$ cat config.mk
export PLATFORM = sky130hd
export DESIGN_NAME = quadrature_decoder_velocity
export DESIGN_NICKNAME = d
export VERILOG_FILES = /design/src/rtl/qdv_pkg.sv /design/src/rtl/qdv_front.sv /design/src/rtl/qdv_muldiv.sv /design/src/rtl/qdv_back.sv /design/src/rtl/quadrature_decoder_velocity.sv
export SDC_FILE = /design/constraint.sdc
export NUM_CORES = 2
export LEC_CHECK = 0
export CORE_AREA = 5 5 290 504
export CTS_CLUSTER_DIAMETER = 120
export DETAILED_ROUTE_END_ITERATION = 7
export DIE_AREA = 0 0 295 509
export DONT_BUFFER_PORTS = 1
export PLACE_DENSITY = 0.7
export SYNTH_ARGS = -nofsm -noshare
export SYNTH_HDL_FRONTEND = slang
export SYNTH_SLANG_ARGS = --single-unit
$ cat constraint.sdc
create_clock -name clk -period 22 [get_ports clk]
set_clock_uncertainty 0.05 [all_clocks]
set_input_delay 2.2 -clock clk [delete_from_list [all_inputs] [get_ports clk]]
set_output_delay 2.2 -clock clk [all_outputs]
set_load 0.02 [all_outputs]
$ cat src/rtl/qdv_pkg.sv
package qdv_pkg;

  localparam int QDEPTH   = 4;
  localparam int QPTR_W   = $clog2(QDEPTH);
  localparam int MUL_BITS = 36;
  localparam int PROD_W   = 84;
  localparam int MAG_W    = 48;
  localparam int DIV_W    = 34;

  localparam logic [MUL_BITS-1:0] RATE_K     = 36'd65536000000;
  localparam logic [MUL_BITS-1:0] TWO_PI_Q32 = 36'd26986075409;
  localparam logic [MAG_W-1:0]    RATE_CAP   = 48'h7FFF_FFFF_FFFF;
  localparam logic [MAG_W-1:0]    Q16_CAP    = 48'h0000_8000_0000;
  localparam logic [31:0]         TS_MAX     = 32'd500000;
  localparam logic [31:0]         TS_DEFAULT = 32'd1000;
  localparam logic [31:0]         TH_STALE   = 32'd100000;

  localparam logic [1:0] CMD_EDGE_A = 2'd0;
  localparam logic [1:0] CMD_EDGE_B = 2'd1;
  localparam logic [1:0] CMD_SAMPLE = 2'd2;
  localparam logic [1:0] CMD_UNUSED = 2'd3;

  typedef enum logic [1:0] {
    K_EDGE_A,
    K_EDGE_B,
    K_SAMPLE,
    K_NONE
  } kind_t;

  typedef struct packed {
    kind_t       kind;
    logic        level;
    logic [31:0] now_us;
  } item_t;

  typedef struct packed {
    logic                 full;
    logic [QPTR_W:0]      fill;
  } q_status_t;

  typedef enum logic [1:0] {
    SH_0,
    SH_16,
    SH_32
  } shift_t;

  typedef struct packed {
    logic [MAG_W-1:0]    a;
    logic [MUL_BITS-1:0] b;
    shift_t              shift;
    logic [DIV_W-1:0]    d;
    logic [MAG_W-1:0]    cap;
  } md_req_t;

  function automatic logic [31:0] sat32(input logic neg, input logic [MAG_W-1:0] mag);
    logic [31:0] r;
    if (neg) begin
      r = (mag >= 48'h0000_8000_0000) ? 32'h8000_0000 : (~mag[31:0] + 32'd1);
    end else begin
      r = (mag > 48'h0000_7FFF_FFFF) ? 32'h7FFF_FFFF : mag[31:0];
    end
    return r;
  endfunction

endpackage

$ cat src/rtl/qdv_front.sv
module qdv_front (
  input  logic             clk,
  input  logic             rst,
  input  logic             in_valid,
  output logic             in_ready,
  input  logic [1:0]       in_cmd,
  input  logic             in_level,
  input  logic [31:0]      in_now,
  output logic             q_valid,
  input  logic             q_ready,
  output qdv_pkg::item_t   q_item,
  output qdv_pkg::q_status_t status
);
  import qdv_pkg::*;

  item_t            mem [QDEPTH];
  logic [QPTR_W-1:0] wr_ptr;
  logic [QPTR_W-1:0] rd_ptr;
  logic [QPTR_W:0]   fill;
  item_t            cls;
  logic             push;
  logic             pop;

  always_comb begin
    case (in_cmd)
      CMD_EDGE_A: cls.kind = K_EDGE_A;
      CMD_EDGE_B: cls.kind = K_EDGE_B;
      CMD_SAMPLE: cls.kind = K_SAMPLE;
      default:    cls.kind = K_NONE;
    endcase
    cls.level  = in_level;
    cls.now_us = in_now;
  end

  assign in_ready = (fill != QPTR_W'(0) + (QPTR_W+1)'(QDEPTH));
  assign q_valid  = (fill != '0);
  assign q_item   = mem[rd_ptr];
  assign push     = in_valid && in_ready;
  assign pop      = q_valid && q_ready;
  assign status.full = !in_ready;
  assign status.fill = fill;

  always_ff @(posedge clk) begin
    if (push) begin
      mem[wr_ptr] <= cls;
    end
  end

  always_ff @(posedge clk) begin
    if (rst) begin
      wr_ptr <= '0;
      rd_ptr <= '0;
      fill   <= '0;
    end else begin
      if (push) wr_ptr <= wr_ptr + QPTR_W'(1);
      if (pop)  rd_ptr <= rd_ptr + QPTR_W'(1);
      fill <= fill + (QPTR_W+1)'(push) - (QPTR_W+1)'(pop);
    end
  end

endmodule

$ cat src/rtl/qdv_muldiv.sv
module qdv_muldiv (
  input  logic              clk,
  input  logic              rst,
  input  logic              start,
  input  qdv_pkg::md_req_t  req,
  output logic              done,
  output logic [47:0]       result
);
  import qdv_pkg::*;

  typedef enum logic [1:0] {M_IDLE, M_MUL, M_DIV} mstate_t;

  localparam int CNT_W = $clog2(PROD_W);

  mstate_t             state;
  logic [PROD_W-1:0]   acc;
  logic [PROD_W-1:0]   ash;
  logic [MUL_BITS-1:0] bsh;
  logic [PROD_W-1:0]   num;
  logic [DIV_W-1:0]    rem;
  logic [MAG_W-1:0]    q;
  logic                ovf;
  logic [CNT_W-1:0]    cnt;
  shift_t              shift;
  logic [DIV_W-1:0]    d;
  logic [MAG_W-1:0]    cap;

  logic [PROD_W-1:0]   acc_next;
  logic [PROD_W-1:0]   num_next;
  logic [DIV_W:0]      r2;
  logic                ge;
  logic [DIV_W-1:0]    rem_next;
  logic [MAG_W-1:0]    q_next;
  logic                ovf_next;

  always_comb begin
    acc_next = bsh[0] ? acc + ash : acc;
    case (shift)
      SH_16:   num_next = acc_next >> 16;
      SH_32:   num_next = acc_next >> 32;
      default: num_next = acc_next;
    endcase
    r2       = {rem, num[PROD_W-1]};
    ge       = (r2 >= {1'b0, d});
    rem_next = ge ? DIV_W'(r2 - {1'b0, d}) : r2[DIV_W-1:0];
    q_next   = {q[MAG_W-2:0], ge};
    ovf_next = ovf | q[MAG_W-1];
  end

  always_ff @(posedge clk) begin
    if (rst) begin
      state <= M_IDLE;
      done  <= 1'b0;
    end else begin
      done <= 1'b0;
      case (state)
        M_IDLE: begin
          if (start) begin
            acc   <= '0;
            ash   <= PROD_W'(req.a);
            bsh   <= req.b;
            shift <= req.shift;
            d     <= req.d;
            cap   <= req.cap;
            cnt   <= '0;
            state <= M_MUL;
          end
        end
        M_MUL: begin
          acc <= acc_next;
          ash <= ash << 1;
          bsh <= bsh >> 1;
          cnt <= cnt + CNT_W'(1);
          if (cnt == CNT_W'(MUL_BITS - 1)) begin
            num   <= num_next;
            rem   <= '0;
            q     <= '0;
            ovf   <= 1'b0;
            cnt   <= '0;
            state <= M_DIV;
          end
        end
        M_DIV: begin
          num <= num << 1;
          rem <= rem_next;
          q   <= q_next;
          ovf <= ovf_next;
          cnt <= cnt + CNT_W'(1);
          if (cnt == CNT_W'(PROD_W - 1)) begin
            result <= (ovf_next || q_next > cap) ? cap : q_next;
            done   <= 1'b1;
            state  <= M_IDLE;
          end
        end
        default: state <= M_IDLE;
      endcase
    end
  end

endmodule

$ cat src/rtl/qdv_back.sv
module qdv_back (
  input  logic             clk,
  input  logic             rst,
  input  logic             cfg_write,
  input  logic [15:0]      cfg_value,
  input  logic             q_valid,
  output logic             q_ready,
  input  qdv_pkg::item_t   q_item,
  output logic             out_valid,
  input  logic             out_ready,
  output logic [31:0]      position_count,
  output logic [31:0]      angle_q16,
  output logic [31:0]      velocity_q16
);
  import qdv_pkg::*;

  typedef enum logic [3:0] {
    S_IDLE, S_SMP, S_RATE_WAIT, S_VEL_GO, S_VEL_WAIT, S_ANG_GO, S_ANG_WAIT, S_OUT
  } state_t;

  state_t      state;
  logic [15:0] ticks_per_rev;
  logic [31:0] pulse_count;
  logic        level_a;
  logic        level_b;
  logic [31:0] last_edge_us;
  logic [31:0] prev_sample_us;
  logic [31:0] prev_since_edge_us;
  logic [31:0] prev_sample_count;
  logic [47:0] pulse_rate;
  logic [31:0] velocity_held;
  logic [31:0] angle;
  logic [31:0] sample_now;
  logic        rate_neg;
  logic        md_start;
  md_req_t     md_req;
  logic        md_done;
  logic [47:0] md_result;

  logic [17:0] cpr;
  logic [31:0] ts_raw;
  logic [31:0] ts;
  logic [31:0] th;
  logic [31:0] dn;
  logic        dn_neg;
  logic [31:0] dn_mag;
  logic [32:0] pos;
  logic [32:0] dtv;
  logic        rate_ok;
  logic        pr_neg;
  logic [47:0] pr_mag;
  logic        c_neg;
  logic [31:0] c_mag;

  qdv_muldiv u_md (
    .clk    (clk),
    .rst    (rst),
    .start  (md_start),
    .req    (md_req),
    .done   (md_done),
    .result (md_result)
  );

  always_comb begin
    cpr     = {(ticks_per_rev == 16'd0) ? 16'd1 : ticks_per_rev, 2'b00};
    ts_raw  = sample_now - prev_sample_us;
    ts      = (ts_raw == 32'd0 || ts_raw > TS_MAX) ? TS_DEFAULT : ts_raw;
    th      = sample_now - last_edge_us;
    dn      = pulse_count - prev_sample_count;
    dn_neg  = dn[31];
    dn_mag  = dn_neg ? (~dn + 32'd1) : dn;
    pos     = {1'b0, ts} + {1'b0, prev_since_edge_us};
    dtv     = pos - {1'b0, th};
    rate_ok = (dn_mag != 32'd0) && (pos > {1'b0, th}) && ({dtv, 1'b0} > {2'b00, ts});
    pr_neg  = pulse_rate[47];
    pr_mag  = pr_neg ? (~pulse_rate + 48'd1) : pulse_rate;
    c_neg   = pulse_count[31];
    c_mag   = c_neg ? (~pulse_count + 32'd1) : pulse_count;
  end

  assign q_ready        = (state == S_IDLE);
  assign position_count = pulse_count;
  assign angle_q16      = angle;
  assign velocity_q16   = velocity_held;

  always_ff @(posedge clk) begin
    if (rst) begin
      state              <= S_IDLE;
      ticks_per_rev      <= 16'd1;
      pulse_count        <= '0;
      level_a            <= 1'b0;
      level_b            <= 1'b0;
      last_edge_us       <= '0;
      prev_sample_us     <= '0;
      prev_since_edge_us <= '0;
      prev_sample_count  <= '0;
      pulse_rate         <= '0;
      velocity_held      <= '0;
      out_valid          <= 1'b0;
      md_start           <= 1'b0;
    end else begin
      md_start <= 1'b0;
      if (cfg_write) ticks_per_rev <= cfg_value;
      case (state)
        S_IDLE: begin
          if (q_valid) begin
            case (q_item.kind)
              K_EDGE_A: begin
                pulse_count  <= pulse_count + ((level_a == level_b) ? 32'd1 : '1);
                level_a      <= q_item.level;
                last_edge_us <= q_item.now_us;
                state        <= S_ANG_GO;
              end
              K_EDGE_B: begin
                pulse_count  <= pulse_count + ((level_a != level_b) ? 32'd1 : '1);
                level_b      <= q_item.level;
                last_edge_us <= q_item.now_us;
                state        <= S_ANG_GO;
              end
              K_SAMPLE: begin
                sample_now <= q_item.now_us;
                state      <= S_SMP;
              end
              default: state <= S_ANG_GO;
            endcase
          end
        end
        S_SMP: begin
          prev_sample_us     <= sample_now;
          prev_since_edge_us <= th;
          prev_sample_count  <= pulse_count;
          rate_neg           <= dn_neg;
          if (th > TH_STALE) begin
            pulse_rate <= '0;
            state      <= S_VEL_GO;
          end else if (rate_ok) begin
            md_req.a     <= MAG_W'(dn_mag);
            md_req.b     <= RATE_K;
            md_req.shift <= SH_0;
            md_req.d     <= DIV_W'(dtv);
            md_req.cap   <= RATE_CAP;
            md_start     <= 1'b1;
            state        <= S_RATE_WAIT;
          end else begin
            state <= S_VEL_GO;
          end
        end
        S_RATE_WAIT: begin
          if (md_done) begin
            pulse_rate <= rate_neg ? (~md_result + 48'd1) : md_result;
            state      <= S_VEL_GO;
          end
        end
        S_VEL_GO: begin
          md_req.a     <= pr_mag;
          md_req.b     <= TWO_PI_Q32;
          md_req.shift <= SH_32;
          md_req.d     <= DIV_W'(cpr);
          md_req.cap   <= Q16_CAP;
          md_start     <= 1'b1;
          state        <= S_VEL_WAIT;
        end
        S_VEL_WAIT: begin
          if (md_done) begin
            velocity_held <= sat32(pr_neg, md_result);
            state         <= S_ANG_GO;
          end
        end
        S_ANG_GO: begin
          md_req.a     <= MAG_W'(c_mag);
          md_req.b     <= TWO_PI_Q32;
          md_req.shift <= SH_16;
          md_req.d     <= DIV_W'(cpr);
          md_req.cap   <= Q16_CAP;
          md_start     <= 1'b1;
          state        <= S_ANG_WAIT;
        end
        S_ANG_WAIT: begin
          if (md_done) begin
            angle     <= sat32(c_neg, md_result);
            out_valid <= 1'b1;
            state     <= S_OUT;
          end
        end
        S_OUT: begin
          if (out_ready) begin
            out_valid <= 1'b0;
            state     <= S_IDLE;
          end
        end
        default: state <= S_IDLE;
      endcase
    end
  end

endmodule

$ cat src/rtl/quadrature_decoder_velocity.sv
// Quadrature decoder with velocity estimate. Each request (edge on A, edge on B,
// velocity sample) yields one result carrying the count, the angle and the held
// velocity. Requests enter a four-deep queue; the back end serves one at a time
// through a shared bit-serial multiply-divide unit; each use runs 36 multiply
// steps and 84 divide steps between start and finish. An edge or an unused
// command needs one use, a sample up to three.
module quadrature_decoder_velocity (
  input  logic        clk,
  input  logic        rst,
  input  logic        cfg_valid,
  output logic        cfg_ready,
  input  logic [15:0] cfg_data,
  input  logic        s_axis_tvalid,
  output logic        s_axis_tready,
  input  logic [39:0] s_axis_tdata,   // level[0], now_us[32:1], zero pad
  input  logic [1:0]  s_axis_tuser,   // cmd[1:0]
  output logic        m_axis_tvalid,
  input  logic        m_axis_tready,
  output logic [95:0] m_axis_tdata    // position_count[31:0], angle_q16[63:32],
                                      // velocity_q16[95:64]
);
  import qdv_pkg::*;

  logic      q_valid;
  logic      q_ready;
  item_t     q_item;
  q_status_t q_status;
  logic [31:0] pos_c;
  logic [31:0] ang;
  logic [31:0] vel;

  assign cfg_ready = 1'b1;

  qdv_front u_front (
    .clk      (clk),
    .rst      (rst),
    .in_valid (s_axis_tvalid),
    .in_ready (s_axis_tready),
    .in_cmd   (s_axis_tuser),
    .in_level (s_axis_tdata[0]),
    .in_now   (s_axis_tdata[32:1]),
    .q_valid  (q_valid),
    .q_ready  (q_ready),
    .q_item   (q_item),
    .status   (q_status)
  );

  qdv_back u_back (
    .clk            (clk),
    .rst            (rst),
    .cfg_write      (cfg_valid && cfg_ready),
    .cfg_value      (cfg_data),
    .q_valid        (q_valid),
    .q_ready        (q_ready),
    .q_item         (q_item),
    .out_valid      (m_axis_tvalid),
    .out_ready      (m_axis_tready),
    .position_count (pos_c),
    .angle_q16      (ang),
    .velocity_q16   (vel)
  );

  assign m_axis_tdata = {vel, ang, pos_c};

  a_fill_bound: assert property (@(posedge clk) disable iff (rst)
    q_status.fill <= (QPTR_W+1)'(QDEPTH))
    else $error("queue fill above depth");

  a_ready_full: assert property (@(posedge clk) disable iff (rst)
    !s_axis_tready |-> q_status.full && q_valid)
    else $error("input stalled with room in queue");

  a_no_pop_held: assert property (@(posedge clk) disable iff (rst)
    m_axis_tvalid |-> !q_ready)
    else $error("queue popped while result waits");

endmodule
Yosys cells after proc, flatten, opt, wreduce, memory -nomap -nowiden
Memories as Yosys holds them, arrays and structs flattened. A register that Yosys moved wholly into a read port is not among the register bits.
Cells that the tools add are included.
Widths: inputs -> output; s select.
{ "word_totals": {"reg_bits": 1017, "ramBits": 140, "out_inout_bits": 99, "word_cells": 212, "n_memories": 1} }
{ "memory_table": {"columns": ["name", "words", "width", "rd", "rd_clocked_by_memory_dff", "wr", "line", "rtl"], "rows": [
  ["u_front.mem", 4, 35, 1, 1, 1, "qdv_front.sv:16", "item_t mem [QDEPTH];"]
]} }
{ "classes": {"n_addsub": 19, "magnitude_cmp": 8, "n_eq_ne": 31, "muxes": 65, "bitwise_logic": 8, "reduce_logical": 42} }
{ "op_table": {"columns": ["op", "count"], "rows": [
  ["$pmux 84 s2", 4],
  ["$pmux 168 s3", 1],
  ["$mux 168", 2],
  ["$mux 84", 4],
  ["$mux 32", 9],
  ["$mux 48", 6],
  ["$pmux 48 s2", 2],
  ["$add 32x1->32 const B", 3],
  ["$add 48x1->48 const B", 2],
  ["$not 32->32", 3],
  ["$not 48->48", 2],
  ["$sub 32x32->32", 3],
  ["$add 84x84->84", 1],
  ["$pmux 36 s2", 1],
  ["$mux 34", 2],
  ["$pmux 34 s2", 1],
  ["$add 32x32->32", 2],
  ["$pmux 32 s2", 1],
  ["$ge 48x32->1 const B", 1],
  ["$gt 48x31->1 const B", 1],
  ["$gt 48x48->1", 1],
  ["$reduce_and 3->1", 13],
  ["$mux 36", 1],
  ["$ge 35x34->1", 1],
  ["48 further kinds", 106]
]} }

Depth between registers and ports, before layout
{ "depth": {"depth_word": 11, "depth_mapped": 56, "mapped_depth_nobuf": 55} }

Cells and area by module
A second synthesis with hierarchy kept.
{ "unflattened": {"hier_cells": 6971, "area_unflattened_um2": 67116.9} }
{ "modules_own_cells": {"columns": ["module", "n_inst", "cells_per_inst", "area_each_um2", "seq_area_each_um2"], "rows": [
  ["qdv_back", 1, 3919, 30950.9, 9769.4],
  ["qdv_muldiv", 1, 2814, 30575.6, 15374.7],
  ["qdv_front", 1, 236, 5579.1, 4384.2],
  ["quadrature_decoder_velocity", 1, 2, 11.3, 0.0]
]} }

Worst setup path after synthesis
No wires, ideal clock.
{ "synth_path": {"path_kind": "input port to flip-flop", "startpoint": "in rst", "endpoint": "reg u_back.u_md.num[0], enable pin", "setup_time_ns": 0.940, "arrival_time_ns": 14.827, "setup_slack_ns": 6.184, "cell_stages": 3, "n_path_buf": 2, "path_cell_list": "clkbuf_1 -> clkbuf_1 -> a211oi_1"} }
{ "synth_via": {"elab_chain_len": 2} }
{ "synth_lines": {"columns": ["item", "line", "rtl"], "rows": [
  ["from (decl)", "quadrature_decoder_velocity.sv:9", "input logic rst,"],
  ["$not 1->1 (no source line)", null, null],
  ["$reduce_and 3->1 (no source line)", null, null],
  ["to (signal assigned)", "qdv_muldiv.sv:75", "num <= num_next;"],
  ["to (signal assigned)", "qdv_muldiv.sv:84", "num <= num << 1;"],
  ["to (decl)", "qdv_muldiv.sv:19", "logic [PROD_W-1:0] num;"]
]} }
Every way passes these cells.
A chain may end at the register's enable or synchronous reset.

Worst setup path after layout
{ "layout_path": {"startpoint": "reg u_back.sample_now[8]", "endpoint": "reg u_back.md_req[159] (netlist name), enable pin"} }
{ "layout_via": {"elab_chain_len": 10, "word_cells_on_any_way": 16} }
{ "layout_lines": {"columns": ["item", "line", "rtl"], "rows": [
  ["from (decl)", "qdv_back.sv:33", "logic [31:0] sample_now;"],
  ["from (signal assigned)", "qdv_back.sv:121", "sample_now <= q_item.now_us;"],
  ["$sub 32x32->32", "qdv_back.sv:66", "ts_raw = sample_now - prev_sample_us;"],
  ["$gt 32x19->1 / $logic_not 32->1 (equally long branches)", "qdv_back.sv:67", "ts = (ts_raw == 32'd0 || ts_raw > TS_MAX) ? TS_DEFAULT : ts_raw;"],
  ["$logic_or 1x1->1", "qdv_back.sv:67", null],
  ["$mux 32", "qdv_back.sv:67", null],
  ["$add 32x32->33", "qdv_back.sv:72", "pos = {1'b0, ts} + {1'b0, prev_since_edge_us};"],
  ["$sub 33x32->33 / $gt 33x32->1 (equally long branches)", "qdv_back.sv:73, qdv_back.sv:74", null],
  ["$gt 34x32->1 / $logic_and 1x1->1 (equally long branches)", "qdv_back.sv:74", "rate_ok = (dn_mag != 32'd0) && (pos > {1'b0, th}) && ({dtv, 1'b0} > {2'b00, ts});"],
  ["$logic_and 1x1->1", "qdv_back.sv:74", null],
  ["$ne 2x1->1 (no source line)", null, null],
  ["$reduce_and 4->1 (no source line) *", null, null],
  ["to (decl)", "qdv_back.sv:36", "md_req_t md_req;"]
]} }
Mark *: on every way between the ends. The rest lies on a longest branch, timed or not.

==> results.toml <==
[die]
dieArea_sq_mm = 0.1502
pin_count = 162
start_util = 0.4460
fp-row-count = 183
chipWidth_um = 295
die_h_um = 509
coreArea_sq_mm = 0.1417

[clock_network]
cts_buffers = 95
cts.sinks = 1027
clockBufferDepth = 3
cts_setup_buffers = 0
clkLatencyLatePin_ns = 0.71
htreeDepth = 3
ctsResizeCount = 0
path_clk_slew_ns = 0.06
postCtsHoldBufs = 0
cts_tree = "built"
cts-root-buf = "clkbuf_16"

[global_route]
grt_first_pass_wirelength_um = 255700
grt_max_degree = 238
grt_pass1_vias = 48320
antenna_found_initial = 5
grt_overflow = 0
grtUsageTotal = 0.2086

[layout]
multi_input_area_sq_mm = 0.03280
regArea_sq_mm = 0.02810
nNetsFinal = 6985
syn2layout_area_growth_pct = 7.696
design_area_sq_mm = 0.06808
drive_gt1_frac = 0.06395
fillers = 12990
instances_no_fill = 8450

[sta]
worst_slew_pin_slew_ns = 1.163
finalSetupViolCount = 0
max_slew_margin = 0.2230
drv_slew = 0
post-route-min-period_ns = 12.86
fin_tns_setup_ns = 0
fin_crit_sh = 0.5846
setup_slack_ns = 9.138
fmax_ghz = 0.07775
rsz0062_at_grt = "no"
final_hold_viol_count = 0

[worst_setup_path]
r2r_start = "u_back.sample_now[8]"
critPathLaunch = "u_back.sample_now[8]"
r2r_end = "u_back.md_req[159]"
worst_ep_required_time_ns = 22.27
critPathArrivalTime_ns = 13.14
ff2ff_path_depth = 49
timing.reg2reg.setup_slack_ns = 9.14
worst_setup_path_start_kind = "register"
slowest_stage = "xnor2_1"
cp_common_cell = "a21o_1"
worst_setup_path_end_kind = "register"
crit_fanout = 48
worstSetupPathType = "register to register"
cp_slowest_stage_delay_ns = 0.73

[detailed_routing]
first_iter_violations = 3386
ant_nets = 0
first_pass_iters = 6
wl_per_cell_um = 19.19
via_per_inst = 5.770
drc = 0
via_count = 48760
drt-total-wl_um = 162200

[logic_synthesis]
synth-seq-cells = 1027
synthTopCellsByArea = "edfxtp_1 36%, dfxtp_1 8.7%, ha_1 7.8%"
netlist.area_leader.share = 0.3572
ys_seq_area_frac = 0.4443
synth_commonest_cells = "869 x nand2_1, 752 x edfxtp_1, 599 x a21oi_1, 506 x nor2_1, 394 x ha_1"
syn_area_per_cell_sq_um = 9.457
ys_types = 97
synth_top_cell_by_area = "edfxtp_1"
synthArstFlopShare = 0
ys.warnings.count = 0
netlist_instances = 6684
synth_edf_count = 752
synthMostInstantiatedCell = "nand2_1"
synth-main-ff-cell = "edfxtp_1"
synth_area_sq_mm = 0.06321

[job]
cap_violations = 0

[place]
dpl-instance-area_sq_mm = 0.06490
place.gp.congestion = 0.9364
dp_hpwl_um = 119300
place_ws_ns = 9.303
dp.cells = 8272
io_buffers = 0

[min_path]
hp-class = "register to register"
min_from = "u_back.md_req[48]"
min_to = "u_back.u_md.d[0]"
whs_path_depth = 0

[outcome]
status = "complete, no violations"

[power_and_ir_drop]
power.density_mw_per_mm2 = 149.1
vdd_drop_max_mv = 0.1560
leakage_nw = 25.51
-- worst max-delay path by stage --
stage                    endpoint  slack (ns)  depth (start not counted)
3_5_place_dp   u_back.md_req[164]        9.30                         49
5_1_grt        u_back.md_req[159]        8.51                         49
4_1_cts        u_back.md_req[159]        9.24                         49
3_3_place_gp   u_back.md_req[161]        9.42                         49
2_1_floorplan  u_back.u_md.num[0]        6.18                          3
6_report       u_back.md_req[159]        9.14                         49
-- report_power, final --
part	leakage, nW	internal (mW)	switching (mW)
Clock	1.53	0.924	0.774
Sequential	9.12	2.58	0.170
Combinational	14.9	2.19	3.51
-- sequential cells by signal, indices dropped and copies added (netlist names), 16 cells and up, named ones only --
name,cells
u_back.u_md.bsh,36
u_back.velocity_q16,32
u_back.prev_sample_count,32
u_back.angle_q16,32
u_back.u_md.num,84
u_back.u_md.q,48
u_back.u_md.acc,84
u_back.position_count,32
u_back.ticks_per_rev,16
u_back.u_md.rem,34
u_back.u_md.ash,84
u_back.pulse_rate,48
u_back.sample_now,32
u_back.prev_since_edge_us,32
u_back.md_req,85
u_back.u_md.result,48
u_front.mem,140
u_back.prev_sample_us,32
u_back.last_edge_us,32
u_back.u_md.d,33
-- through the flow --
stage / hold WS (ns) / util / total power, mW
final: 0.3687 / 0.4803 / 10.15
after global routing: 0.3761 / 0.4803 / 10.86
after CTS: 0.3659 / 0.4803 / 10.14
after detailed placement: 0.3545 / 0.4579 / 8.419
after global placement: 0.3504 / 0.4579 / 8.323
after floorplan: 0.3503 / - / 7.052
-- cell families after synthesis --
| kind of cell | share of synthesized area |
|---|---|
| and+or+nand+nor | 0.1645 |
| AOI/OAI and AO/OA | 0.1706 |
| DFF | 0.4443 |
| buffers and inverters | 0.04062 |
| adders and majority gates | 0.08116 |
| xor gates and xnor gates | 0.05515 |
| muxes | 0.04349 |
| other | 0.0001188 |
-- worst max-delay path, delay by kind of cell (launching register included) --
kind,cells,cell delay [ns]
fa+ha+maj,5,1.84
compound gates,22,5.16
flops,1,0.43
simple gates,16,3.14
buf+inv,3,0.74
xor+xnor,3,0.99
-- routing by layer --
layer,share of wire,global-route usage
met1,0.37,0.2264
met4,0.059,0.1085
met2,0.53,0.3924
met3,0.041,0.02692
met5,0.000068,0
-- cells in the final DEF (no fill, tap or decap), types with 17 or more instances in the layout --
master     Yosys  routed
or4_1         27      27
nand4_1       57      57
o221ai_1      36      35
nand2b_1      63      63
inv_1        330     328
mux2i_1      107     107
nor3_1       106     103
a211o_1       19      19
o41ai_1       17      17
o21ai_0      384     383
a211oi_1      67      66
and3_1        52      48
ha_1         394     391
a221oi_1      20      20
and2_1       129     128
o31ai_1       56      56
o22ai_1       23      23
a31oi_1       42      42
edfxtp_1     752     752
clkbuf_16      0      98
a21o_1       154     154
buf_4          1      56
a21oi_1      599     598
mux4_2        35      35
or2_2         31      31
o211ai_1      50      50
nor4_1        42      42
conb_1         2      28
o21a_1        59      59
xnor2_1      231     230
or3_1         49      48
nand3_1      140     140
nor2_1       506     503
nor2b_1       77      77
xor2_1       167     167
dfxtp_1      275     272
mux2_2        79      79
o21bai_1      35      35
nand2_1      869     866
-- final cells by class --
class | count | share of cell area
antenna | 1 | 0.00003676
clock buffer | 120 | 0.03827
clock inverter | 57 | 0.008271
inverter | 334 | 0.01845
multi-input combinational | 5004 | 0.4818
sequential | 1027 | 0.4127
tap | 1850 | 0.03400
timing repair buffer | 57 | 0.006470
Note: power is estimated with default switching activity, not from simulation.
